[src/rtl/ddcpll_pkg.sv]
// ============================================================================
// ddcpll_pkg: shared types and constants of the carrier recovery loop
// Widths, slicer constants, the quarter-wave sine table and the command word
// that the controller hands to the datapath.
// ============================================================================
package ddcpll_pkg;

  // Basic formats.
  localparam int SW   = 16;  // sample width
  localparam int PW   = 24;  // oscillator phase and frequency width
  localparam int GS   = 20;  // gain shift
  localparam int AB   = 10;  // sine table address bits
  localparam int FRAC = 14;  // sample fraction bits
  localparam int GW   = 16;  // gain register width

  // Stream word widths, rounded up to whole bytes.
  localparam int IN_DW  = ((2 * SW + 7) / 8) * 8;
  localparam int OUT_DW = ((2 * SW + 2 * PW + 7) / 8) * 8;

  // Configuration port.
  localparam int CFG_IW = 3;
  localparam int CFG_DW = (PW > GW) ? PW : GW;

  typedef enum logic [CFG_IW-1:0] {
    CFG_CONSTELLATION = 3'd0,
    CFG_PROP_GAIN     = 3'd1,
    CFG_INTEG_GAIN    = 3'd2,
    CFG_PHASE_INIT    = 3'd3,
    CFG_FREQ_INIT     = 3'd4
  } cfg_idx_e;

  typedef enum logic [1:0] {
    CONST_QPSK   = 2'd0,
    CONST_QAM16  = 2'd1,
    CONST_QAM64  = 2'd2,
    CONST_QAM256 = 2'd3
  } const_e;

  // Sine table: quarter wave plus the end point.
  localparam int QUARTER   = 2 ** (AB - 2);
  localparam int HALF      = 2 ** (AB - 1);
  localparam int ROM_DEPTH = QUARTER + 1;
  localparam int ROMW      = FRAC + 1;       // holds 0 .. 2^FRAC
  localparam int SINW      = FRAC + 2;       // signed sine or cosine

  // Datapath widths.
  localparam int PRODW = SW + SINW;          // rotation product
  localparam int RSUMW = PRODW + 1;          // rotation sum
  localparam int RW    = 17;                 // signed slicer scale, Q12
  localparam int XPW   = SW + RW;            // scaled sample product
  localparam int XW    = XPW - 12;           // scaled sample
  localparam int KSW   = XW + 2;             // slicer index sum
  localparam int LVW   = 6;                  // signed level, up to +-15 and 2k
  localparam int DW    = FRAC + 2;           // decision point
  localparam int EPW   = SW + DW;            // error product
  localparam int ESUMW = EPW + 1;            // error difference
  localparam int EW    = ESUMW - FRAC;       // phase error
  localparam int GPW   = GW + 1 + EW;        // gain product
  localparam int FACCW = ((PW > GPW) ? PW : GPW) + 1;

  localparam int    RND      = 2 ** (FRAC - 1);
  localparam int    SMAX     = 2 ** (SW - 1) - 1;
  localparam int    SMIN     = -(2 ** (SW - 1));
  localparam longint FMAX    = (longint'(1) <<< (PW - 1)) - 1;
  localparam longint FMIN    = -(longint'(1) <<< (PW - 1));
  localparam int    QPSK_LEVEL = 11585;

  // Polynomial constants for the table, Q28.
  localparam longint PI_Q28  = 843314857;
  localparam longint POLY_C7 = -50513;
  localparam longint POLY_C5 = 2234323;
  localparam longint POLY_C3 = -44738832;

  typedef logic [ROMW-1:0] sin_rom_t [ROM_DEPTH];

  // Odd polynomial over the folded angle, evaluated once at elaboration.
  function automatic sin_rom_t build_sin_rom();
    sin_rom_t rom;
    longint   d;
    longint   s;
    longint   u;
    longint   t;
    longint   r;
    for (int m = 0; m < ROM_DEPTH; m++) begin
      d = (longint'(m) * PI_Q28 + longint'(QUARTER)) >>> (AB - 1);
      s = (d * d) >>> 28;
      u = POLY_C7;
      u = ((u * s) >>> 28) + POLY_C5;
      u = ((u * s) >>> 28) + POLY_C3;
      t = (s * d) >>> 28;
      r = d + ((t * u) >>> 28);
      r = (r + (longint'(1) <<< (FRAC - 1))) >>> FRAC;
      if (r > (longint'(1) <<< FRAC)) r = longint'(1) <<< FRAC;
      if (r < 0) r = 0;
      rom[m] = ROMW'(r);
    end
    return rom;
  endfunction

  localparam sin_rom_t SIN_ROM = build_sin_rom();

  // Square QAM constants: scale to the integer grid (Q12), point spacing
  // (Q14) and levels per axis.
  function automatic int qam_r(input const_e sel);
    int v;
    case (sel)
      CONST_QAM16:  v = 12953;
      CONST_QAM64:  v = 26545;
      CONST_QAM256: v = 53405;
      default:      v = 0;
    endcase
    return v;
  endfunction

  function automatic int qam_s(input const_e sel);
    int v;
    case (sel)
      CONST_QAM16:  v = 5181;
      CONST_QAM64:  v = 2528;
      CONST_QAM256: v = 1257;
      default:      v = 0;
    endcase
    return v;
  endfunction

  function automatic int qam_l(input const_e sel);
    int v;
    case (sel)
      CONST_QAM16:  v = 4;
      CONST_QAM64:  v = 8;
      CONST_QAM256: v = 16;
      default:      v = 2;
    endcase
    return v;
  endfunction

  // Controller state; each state after idle drives one datapath step.
  typedef enum logic [3:0] {
    ST_IDLE,
    ST_ROT_I,
    ST_ROT_Q,
    ST_ROUND_Q,
    ST_SCALE,
    ST_DECIDE,
    ST_ERR_MUL,
    ST_ERR_SUB,
    ST_GAIN,
    ST_UPDATE
  } ctrl_state_e;

  typedef struct packed {
    logic load;      // take the input word and look up sine and cosine
    logic rot_i;     // in-phase rotation products
    logic rot_q;     // round in-phase, quadrature rotation products
    logic round_q;   // round quadrature
    logic scale;     // scale both rails to the slicer grid
    logic decide;    // nearest constellation point
    logic err_mul;   // error cross products
    logic err_sub;   // error difference
    logic gain;      // loop gain products
    logic update;    // new frequency and phase, load output word
  } dp_cmd_t;

endpackage

[src/rtl/ddcpll_ctrl.sv]
// ============================================================================
// ddcpll_ctrl: sequencer of the carrier recovery loop
// Steps the datapath through one symbol and owns the stream handshakes.
// ============================================================================
module ddcpll_ctrl (
  input  logic                clk_i,
  input  logic                rst_ni,
  input  logic                in_valid_i,
  output logic                in_ready_o,
  output logic                out_valid_o,
  input  logic                out_ready_i,
  output ddcpll_pkg::dp_cmd_t cmd_o
);
  import ddcpll_pkg::*;

  ctrl_state_e state_q, state_d;
  logic        out_valid_q, out_valid_d;
  logic        out_free;

  assign out_free    = !out_valid_q || out_ready_i;
  assign in_ready_o  = (state_q == ST_IDLE);
  assign out_valid_o = out_valid_q;

  always_ff @(posedge clk_i or negedge rst_ni) begin
    if (!rst_ni) begin
      state_q     <= ST_IDLE;
      out_valid_q <= 1'b0;
    end else begin
      state_q     <= state_d;
      out_valid_q <= out_valid_d;
    end
  end

  always_comb begin
    state_d = state_q;
    cmd_o   = '0;
    case (state_q)
      ST_IDLE: begin
        if (in_valid_i) begin
          cmd_o.load = 1'b1;
          state_d    = ST_ROT_I;
        end
      end
      ST_ROT_I: begin
        cmd_o.rot_i = 1'b1;
        state_d     = ST_ROT_Q;
      end
      ST_ROT_Q: begin
        cmd_o.rot_q = 1'b1;
        state_d     = ST_ROUND_Q;
      end
      ST_ROUND_Q: begin
        cmd_o.round_q = 1'b1;
        state_d       = ST_SCALE;
      end
      ST_SCALE: begin
        cmd_o.scale = 1'b1;
        state_d     = ST_DECIDE;
      end
      ST_DECIDE: begin
        cmd_o.decide = 1'b1;
        state_d      = ST_ERR_MUL;
      end
      ST_ERR_MUL: begin
        cmd_o.err_mul = 1'b1;
        state_d       = ST_ERR_SUB;
      end
      ST_ERR_SUB: begin
        cmd_o.err_sub = 1'b1;
        state_d       = ST_GAIN;
      end
      ST_GAIN: begin
        cmd_o.gain = 1'b1;
        state_d    = ST_UPDATE;
      end
      ST_UPDATE: begin
        // The loop state moves only when the result can be stored.
        if (out_free) begin
          cmd_o.update = 1'b1;
          state_d      = ST_IDLE;
        end
      end
      default: state_d = ST_IDLE;
    endcase
  end

  always_comb begin
    out_valid_d = out_valid_q;
    if (cmd_o.update) begin
      out_valid_d = 1'b1;
    end else if (out_ready_i) begin
      out_valid_d = 1'b0;
    end
  end

endmodule

[config.mk]
export PLATFORM = sky130hd
export DESIGN_NAME = ddcpll_ctrl
export DESIGN_NICKNAME = d
export VERILOG_FILES = /design/src/rtl/ddcpll_pkg.sv /design/src/rtl/ddcpll_ctrl.sv
export SDC_FILE = /design/constraint.sdc
export NUM_CORES = 1
export LEC_CHECK = 0
export ABC_AREA = 1
export BUFFER_PORTS_ARGS = -buffer_cell sky130_fd_sc_hd__clkbuf_2
export CORE_AREA = 2 2 39 41
export CTS_CLUSTER_DIAMETER = 40
export CTS_CLUSTER_SIZE = 28
export DETAILED_ROUTE_END_ITERATION = 10
export DIE_AREA = 0 0 41 43
export SETUP_SLACK_MARGIN = 0.3
export SLEW_MARGIN = 20
export SYNTH_ARGS = -nofsm -noshare
export SYNTH_HDL_FRONTEND = slang
export SYNTH_SLANG_ARGS = --single-unit
[constraint.sdc]
create_clock -name clk_i -period 1.6 [get_ports clk_i]
set_clock_uncertainty 0.15 [all_clocks]
set_input_delay 0.32 -clock clk_i [delete_from_list [all_inputs] [get_ports clk_i]]
set_output_delay 0.32 -clock clk_i [all_outputs]
set_load 0.1 [all_outputs]
==> metrics.txt, run 1 <==
status=complete, but fails checks; failing checks=setup timing; worst-case clock buffer depth=2; Tcrit/Tclk final=1.106; max-slew violation count=0; Fin. Hold Viols=0; critical-path cell list=nor2_4 > inv_4 > nor3_4 > buf_12; crit-path leading delay family=flip-flops; Setup WS post-layout=-0.1691 ns; crit path from=state_q[1]; Avg Inst Size Synth=6.842 um^2; drt wl/cell=10.00 um; row count=14; crit-path max cell delay=approximately 0.45 ns; WP buf/inv=2; CP Max Fanout=4; internal reg-to-reg setup slack=about 0.27 ns; Worst setup SP type=flop; Final ANT Viol Nets=0; reg2reg path depth=6; RSZ-0062 raised after global routing=yes; area of the die=about 0.0018 mm^2; Req. time, crit path=around 1.1 ns; Final setup viols=11; Max-Slew Margin vs Limit=0.8502; Pre-Repair DR Iteration Count=2; drt total wl=910 um; IO Count=16; Mapped Cells=47; vias in the first global route=roughly 370; Setup crit end=cmd_o[9]; total track usage=0.1306; area grow syn2layout=156.8%; most frequent cells in the layout=buf_12, nor2_4, buf_4; CTS sink cnt=5; Die H=around 43 um; routed via count=383; r2r endpoint=state_q[0]; initial antenna violation count=0; port bufs=15; gp weighted congestion=0.7626; layout filler cell count=between 100 and 150; Core Region=between 0.001 and 0.0015 mm^2; max-cap viol count=0; Worst Min Path Start=out_ready_i; hold crit path type=primary input to flop; CP Depth=4; clock-pin slew on the worst setup and hold paths=about 0.04 ns; storage element area=about 130 um^2; met3 WL=~17 um; Antenna diodes=0; synth unique cells=14; footprint of the multi-input gates=roughly 260 um^2; post-synthesis sequential area ratio=0.3891; r2r startpoint=state_q[1]; clock buffer count from CTS=3; CTS tree=done; share of layout cells above drive strength 1=0.7600; H-tree depth=1; Warnings, synthesis=0; Clk Latency, worst-skew pair=0.24 ns; syn_nets=51; largest net degree at the start of global routing=6; worst path arrival time=roughly 1.3 ns; DRC Markers=0; die width=41 um; Cell Area, Synth=about 320 um^2; HPWL Detailed=about 650 um; via/cell ratio=around 4.2; global route total overflow=0; commonest non-fill, non-tap cell in the layout=buf_12; Critical Path End Type=output pin; first-pass GRT wire length=1476 um; worst slew pin tran=approximately 0.22 ns; Initial DRC Count=3; register bit count reported by yosys=5; Final nets=80; Routed met1 length=325 um; DR top layer=met3; Root Driver=clkbuf_4; initial core utilization=0.2324; CP max stage cell=dfrtp_2; clock period minus worst slack=about 1.8 ns; Achievable Freq=0.5653 GHz; worst slack, placed=0.02051 ns; met2 wire len=roughly 570 um; Setup CP Type=flop to output pin
[worst min-delay path by stage]
| stage | end | cells past startpoint |
|---|---|---|
| 2_1_floorplan | state_q[0] | 0 |
| 3_3_place_gp | out_valid_o | 1 |
| 3_5_place_dp | out_valid_o | 1 |
| 4_1_cts | out_valid_o | 2 |
| 5_1_grt | out_valid_o | 2 |
| 6_report | out_valid_o | 2 |
[worst register-to-register path: stages, from the launching register on]
cell and delay [ns]:
dfrtp_2 0.45, nor2_4 0.19, buf_6 0.12, buf_4 0.10
nand3_1 0.06, nand4_1 0.07, nand2_1 0.07
[per-stage QoR]
stage / cell area (um^2) / util / cells / hold WS (ns) / setup TNS (ns)
6_report: 825.8 / 0.5967 / 91 / 0.1595 / -1.343
5_1_grt: 825.8 / 0.5967 / 91 / 0.1818 / -2.030
2_1_floorplan: 421.7 / - / 47 / -0.1256 / -1.193
4_1_cts: 802.0 / 0.5796 / 89 / 0.1530 / -1.409
3_3_place_gp: 708.2 / 0.5118 / 80 / -0.01305 / 0
3_5_place_dp: 708.2 / 0.5118 / 80 / -0.01261 / 0
[layout make-up]
class                   count  share of cell area
well taps                  16             0.02424
clock buffers               4             0.03182
multi-input cells          30              0.3167
repair buffers             25              0.4076
inverters                  11             0.05909
flip-flops and latches      5              0.1606
[sequential cells by signal, summed over array words and instances, names as in the netlist]
register     count
out_valid_o      1
state_q          4
[synthesized netlist by cell type]
| master | instances | area (um^2) |
|---|---|---|
| nor2_1 | 10 | 37.54 |
| inv_1 | 7 | 26.28 |
| dfrtp_1 | 5 | 125.1 |
| nand2_1 | 5 | 18.77 |
| nor2_2 | 5 | 31.28 |
| inv_2 | 4 | 15.01 |
| nor3_1 | 4 | 20.02 |
| buf_4 | 1 | 7.510 |
| nand2_2 | 1 | 6.260 |
| nand3_1 | 1 | 5.000 |
| nand3_2 | 1 | 10.01 |
| nand4_1 | 1 | 6.260 |
| o21ai_0 | 1 | 5.000 |
| o21bai_1 | 1 | 7.510 |
[cell families after synthesis]
group,share of synthesized area
simple gates,0.4203
buf+inv,0.1518
flops,0.3891
compound gates,0.03890
[layer usage]
| layer | vias to the layer above | GRT usage |
|---|---|---|
| li1 | 198 | - |
| met1 | 180 | 0.1419 |
| met2 | 5 | 0.2031 |
| met3 | 0 | 0.03141 |
| met4 | 0 | 0.1000 |
| met5 | - | 0 |
[repair_timing]
| action | 4_1_cts | 5_1_grt |
|---|---|---|
| pin swaps | 8 | 9 |
| buffers inserted | 4 | 2 |
| cloned | 0 | 0 |
| gates resized for setup | 10 | 2 |
| endpoints found under the setup margin | 12 | 13 |
| hold buffers | 1 | 0 |
| hold endpoints to repair | 5 | 0 |
Power of run 1 is not shown: default switching activity piles up to over one toggle a cycle in this logic, so the estimate is an artifact.
==> run 2: changes to the inputs <==
--- a/config.mk
+++ b/config.mk
@@ -5,8 +5,9 @@
 export SDC_FILE = /design/constraint.sdc
 export NUM_CORES = 1
 export LEC_CHECK = 0
-export ABC_AREA = 1
+export ABC_AREA = 0
 export BUFFER_PORTS_ARGS = -buffer_cell sky130_fd_sc_hd__clkbuf_2
+export CAP_MARGIN = 20
 export CORE_AREA = 2 2 39 41
 export CTS_CLUSTER_DIAMETER = 40
 export CTS_CLUSTER_SIZE = 28
@@ -17,3 +18,4 @@
 export SYNTH_ARGS = -nofsm -noshare
 export SYNTH_HDL_FRONTEND = slang
 export SYNTH_SLANG_ARGS = --single-unit
+export TNS_END_PERCENT = 5
==> metrics.txt, run 2 <==
status=complete, but fails checks; failing checks=setup timing; Final nets=71 (-11%); CTS sink cnt=5 (unchanged); Core Region=0.001384 mm^2 (unchanged); clock period minus worst slack=1.835 ns (+0.06605 ns); internal reg-to-reg setup slack=0.09 ns (-0.18 ns); Root Driver=clkbuf_4; Avg Inst Size Synth=7.968 um^2 (+16%); Post-synth EDFFs=0 (unchanged); syn_nets=42 (-18%); Fin. Hold Viols=0 (unchanged); Clk Latency, worst-skew pair=0.24 ns (about the same); global routing's busiest layer=met1; r2r endpoint=state_q[0]; WP buf/inv=2 (unchanged); commonest non-fill, non-tap cell in the layout=buf_12; HPWL Detailed=739.5 um (+13%); CP Max Fanout=3 (-1); mux cell area share after synthesis=0 (unchanged); count leader, synth=nor3_1; Simple-Gate Fraction of Synth Area=0.3760 (-0.04420); asr flop ratio synth=1.000 (unchanged); CP max stage cell=dfrtp_1; gp weighted congestion=0.8149 (+6.9%); first-pass GRT wire length=1731 um (+17%); Max-Slew Margin vs Limit=0.8554 (+0.005200); register bit count reported by yosys=5 (unchanged); drt total wl=966 um (+6.2%); Warnings, synthesis=0 (unchanged); hold crit path type=primary input to flop; top cell type's share of synthesized area=0.4132 (+0.02412); Antenna diodes=0 (unchanged); initial antenna violation count=0 (unchanged); Die H=43 um (unchanged); crit-path leading delay family=simple AND/OR/NAND/NOR gates; Setup WS post-layout=-0.2351 ns (-0.06605 ns); Achievable Freq=0.5449 GHz (-3.6%); worst slew pin tran=0.2153 ns (-0.008876 ns); most frequent cells in the layout=buf_12, buf_4, nor3_4; worst-case clock buffer depth=2 (unchanged); global route total overflow=0 (unchanged); via/cell ratio=4.634 (+10%); die width=41 um (unchanged); CTS tree=done; adder-cell share of the synthesized area=0 (unchanged); total track usage=0.1507 (+0.02009); area grow syn2layout=169.0%; design area=814.5 um^2 (-1.4%); reg2reg path depth=4 (-2); share of layout cells above drive strength 1=0.7424 (-0.01758); Yosys top cell by area=dfrtp_1; ys flop type=dfrtp_1; Hold EP=state_q[0]; post-synthesis sequential area ratio=0.4132 (+0.02412); Critical Path End Type=output pin; Top reg by flops=state_q; crit-path max cell delay=0.40 ns (-0.05 ns); Final ANT Viol Nets=0 (unchanged); number of flip-flops under the largest register name=4 (unchanged); dpl cell area=681.9 um^2 (-3.7%); dominant cells by area after synthesis=dfrtp_1, nand2b_1, nor3_1; r2r startpoint=state_q[3]; main combinational cell family by area after synthesis=simple AND/OR/NAND/NOR gates; Worst Min Path Start=out_ready_i; max-cap viol count=0 (unchanged); met3 Use GR=0.04712 (+0.01571); most frequent cells after synthesis=nor3_1, dfrtp_1, nand2b_1, nor2_1; Cell Area, Synth=302.8 um^2 (-5.8%); drt wl/cell=11.78 um (+18%); critical-path cell list=buf_4 > nor4_4 > and2_4 > buf_12; met2 global-route usage=0.2000 (-0.003125); worst slack, placed=0.009837 ns (-0.01067 ns); initial core utilization=0.2188 (-0.01356); Final setup viols=11 (unchanged); Initial DRC Count=8 (+5); post-synthesis compound-gate area fraction=0.1116 (+0.07266); vias in the first global route=389 (+5.7%); Tcrit/Tclk final=1.147 (+0.04128); H-tree depth=1 (unchanged); port bufs=15 (unchanged); DRC Markers=0 (unchanged); IO Count=16 (unchanged); Util after Layout=0.5886 (-0.008137); routed via count=380 (-0.78%); largest net degree at the start of global routing=8 (+2); Worst setup SP type=flop; clock-pin slew on the worst setup and hold paths=0.04 ns (about the same); row count=14 (unchanged); worst path arrival time=1.37 ns (+0.07 ns); Pre-Repair DR Iteration Count=4 (+2); area of the die=0.001763 mm^2 (unchanged); max-slew violation count=0 (unchanged); met1 GRT Util=0.2007 (+0.05874); synth unique cells=17 (+3); xor/xnor share of the synthesized area=0.02893 (+0.02893); Mapped Cells=38 (-19%); layout filler cell count=116 (+6.4%); clock buffer count from CTS=3 (unchanged); Req. time, crit path=1.13 ns (about the same); RSZ-0062 raised after global routing=yes; depth of the worst hold-timing path=4 (+2); Setup CP Type=flop to output pin
run 2: worst max path at each step:
stage | endpoint | slack (ns) | startpoint | cells after the start
final | cmd_o[9] | -0.24 | state_q[1] | 4
after global routing | cmd_o[9] | -0.28 | state_q[1] | 4
after CTS | cmd_o[9] | -0.24 | state_q[3] | 3
after detailed placement | cmd_o[5] | 0.01 | state_q[3] | 3
after global placement | cmd_o[3] | -0.02 | state_q[3] | 3
after floorplan | cmd_o[9] | -1.03 | state_q[3] | 3
run 2: cells by family after synthesis:
| kind of cell | Yosys count |
|---|---|
| AND/OR/NAND/NOR | 22 |
| AO/OA/AOI/OAI | 6 |
| flip-flops | 5 |
| buffers and inverters | 4 |
| XOR/XNOR | 1 |
run 2: worst reg2reg max path, stage by stage (launching register included):
cell,delay [ns]
dfrtp_2,0.45
buf_4,0.18
or4_1,0.50
nand2_1,0.07
a21oi_1,0.04
run 2: layout make-up:
| class | instances | area, um^2 | share of cell area |
|---|---|---|---|
| repair buffers | 28 | 359.1 | 0.4409 |
| flip-flops and latches | 5 | 128.9 | 0.1582 |
| clock buffers | 4 | 26.28 | 0.03226 |
| well taps | 16 | 20.02 | 0.02458 |
| multi-input cells | 29 | 280.3 | 0.3441 |
run 2: repair_timing:
action	4_1_cts	5_1_grt
pin swaps	5	2
endpoints found under the setup margin	13	13
hold buffers	1	0
setup buffers	0	1
endpoints found under the hold margin	5	0
gates resized for setup	19	3
run 2: layer usage:
metal	part of all wire	routed length, um	up-vias
li1	-	-	184
met1	0.41	400	177
met2	0.51	491	17
met3	0.053	51	2
met4	0.023	22	0
met5	0	0	-
run 2: stage by stage:
stage	hold WS (ns)	instances	setup TNS, ns
2_1_floorplan	-0.1256	38	-8.765
3_3_place_gp	-0.005992	76	-0.02893
3_5_place_dp	-0.005055	76	0
4_1_cts	0.2355	81	-1.974
5_1_grt	0.2823	82	-2.227
6_report	0.2362	82	-1.690
Power of run 2 is left out for the same reason.
==> run 3: changes to the inputs <==
==> constraint.sdc (replaced) <==
create_clock -name clk_i -period 1.95 [get_ports clk_i]
set_clock_uncertainty 0.15 [all_clocks]
set_input_delay 0.39 -clock clk_i [delete_from_list [all_inputs] [get_ports clk_i]]
set_output_delay 0.39 -clock clk_i [all_outputs]
set_load 0.1 [all_outputs]
==> metrics.txt, run 3 (synthesis results as in run 2) <==
hold crit path type=primary input to flop; drt total wl=918 um (-5.0%); HPWL Detailed=691.5 um (-6.5%); Die H=43 um (unchanged); clock period minus worst slack=a little under 2 ns; largest net degree at the start of global routing=9 (+1); routed via count=362 (-4.7%); Setup crit end=cmd_o[3]; CTS sink cnt=5 (unchanged); Achievable Freq=0.5181 GHz; IO Count=16 (unchanged); vias in the first global route=387 (-0.51%); via/cell ratio=4.641 (+0.15%); Util after Layout=0.5226 (-0.06600); worst path arrival time=1.39 ns (+0.02 ns); RSZ-0062 raised after global routing=yes; status=finished, final reports clean; Core Region=0.001384 mm^2 (unchanged); die width=41 um (unchanged); drt wl/cell=11.77 um (about the same); Clk Latency, worst-skew pair=0.24 ns (about the same); Initial DRC Count=4 (-4); Pre-Repair DR Iteration Count=4 (unchanged); CP Max Fanout=7 (+4); share of layout cells above drive strength 1=0.6613 (-0.08113); internal reg-to-reg setup slack=0.42 ns (+0.33 ns); Max-Slew Margin vs Limit=0.6411 (-0.2143); clock buffer count from CTS=3 (unchanged); worst-case clock buffer depth=2 (unchanged); r2r startpoint=state_q[3]; Critical Path End Type=output pin; Fin Setup TNS=0 ns (+1.690 ns); H-tree depth=1 (unchanged); max-slew violation count=0 (unchanged); initial antenna violation count=0 (unchanged); crit path from=state_q[3]; Final nets=67 (-5.6%); Antenna diodes=0 (unchanged); reg2reg path depth=4 (unchanged); DRC Markers=0 (unchanged); Req. time, crit path=1.41 ns (+0.28 ns); r2r endpoint=state_q[0]; Top reg by flops=state_q; area of the die=0.001763 mm^2 (unchanged); max-cap viol count=0 (unchanged); row count=14 (unchanged); Final setup viols=0 (-11); area grow syn2layout=138.8%; total track usage=0.1394 (-0.01126); number of flip-flops under the largest register name=4 (unchanged); Root Driver=clkbuf_4; Setup CP Type=flop to output pin; most frequent cells in the layout=buf_12, buf_4, nand2b_1, clkbuf_2; gp weighted congestion=0.7941 (-2.6%); first-pass GRT wire length=1683 um (-2.8%); worst slew pin tran=0.5406 ns (+0.3253 ns); global route total overflow=0 (unchanged); initial core utilization=0.2188 (unchanged); clock-pin slew on the worst setup and hold paths=0.04 ns (about the same); layout filler cell count=125 (+7.8%); port bufs=15 (unchanged); Worst setup SP type=flop; Tcrit/Tclk final=0.9897; Final ANT Viol Nets=0 (unchanged); Fin. Hold Viols=0 (unchanged); commonest non-fill, non-tap cell in the layout=buf_12; CTS tree=done
==> run 3: cell type report <==
class	instances	area, um^2	area share
Clock buffer	4	26.28	0.03633
Sequential cell	5	127.6	0.1765
Tap cell	16	20.02	0.02768
Timing Repair Buffer	24	314.1	0.4343
Multi-Input combinational cell	29	235.2	0.3253
==> run 3: metrics by stage <==
step / instances / setup WS, ns / hold WS, ns / cell area, um^2
2_1_floorplan: 38 / -0.7455 / -0.05559 / 351.6
3_3_place_gp: 71 / 0.2208 / 0.05958 / 629.4
3_5_place_dp: 71 / 0.1867 / 0.06197 / 629.4
4_1_cts: 78 / 0.02015 / 0.2830 / 708.2
5_1_grt: 78 / -0.05641 / 0.3425 / 723.2
6_report: 78 / 0.02005 / 0.3042 / 723.2
==> run 3: layer usage <==
layer | vias to the layer above | part of all wire | global-route usage
met4 | 0 | 0.013 | 0.06000
met1 | 168 | 0.38 | 0.1770
met3 | 2 | 0.072 | 0.01571
met5 | - | 0 | 0
li1 | 174 | - | -
met2 | 18 | 0.53 | 0.2250
==> run 3: how the worst min path moves through the flow <==
stage               slack (ns)   startpoint  cells past startpoint          end
finish                    0.30  out_ready_i                      4   state_q[0]
global route              0.34  out_ready_i                      4   state_q[0]
CTS                       0.28  out_ready_i                      4   state_q[0]
detailed placement        0.06       rst_ni                      1  out_valid_o
global placement          0.06       rst_ni                      1  out_valid_o
floorplan                -0.06       rst_ni                      0  out_valid_o
==> run 3: timing repair <==
action | in CTS | in global routing
hold buffers | 1 | 0
pin swaps | 1 | 2
endpoints found under the hold margin | 5 | 0
setup endpoints to repair | 11 | 11
setup buffers | 2 | 0
resized for setup | 9 | 3
==> run 3: worst max-delay path, stage by stage, from the launching register on <==
cell      delay (ns)
dfrtp_2         0.47
nand2b_2        0.28
nor2_2          0.20
buf_12          0.19
Power of run 3 is left out for the same reason.
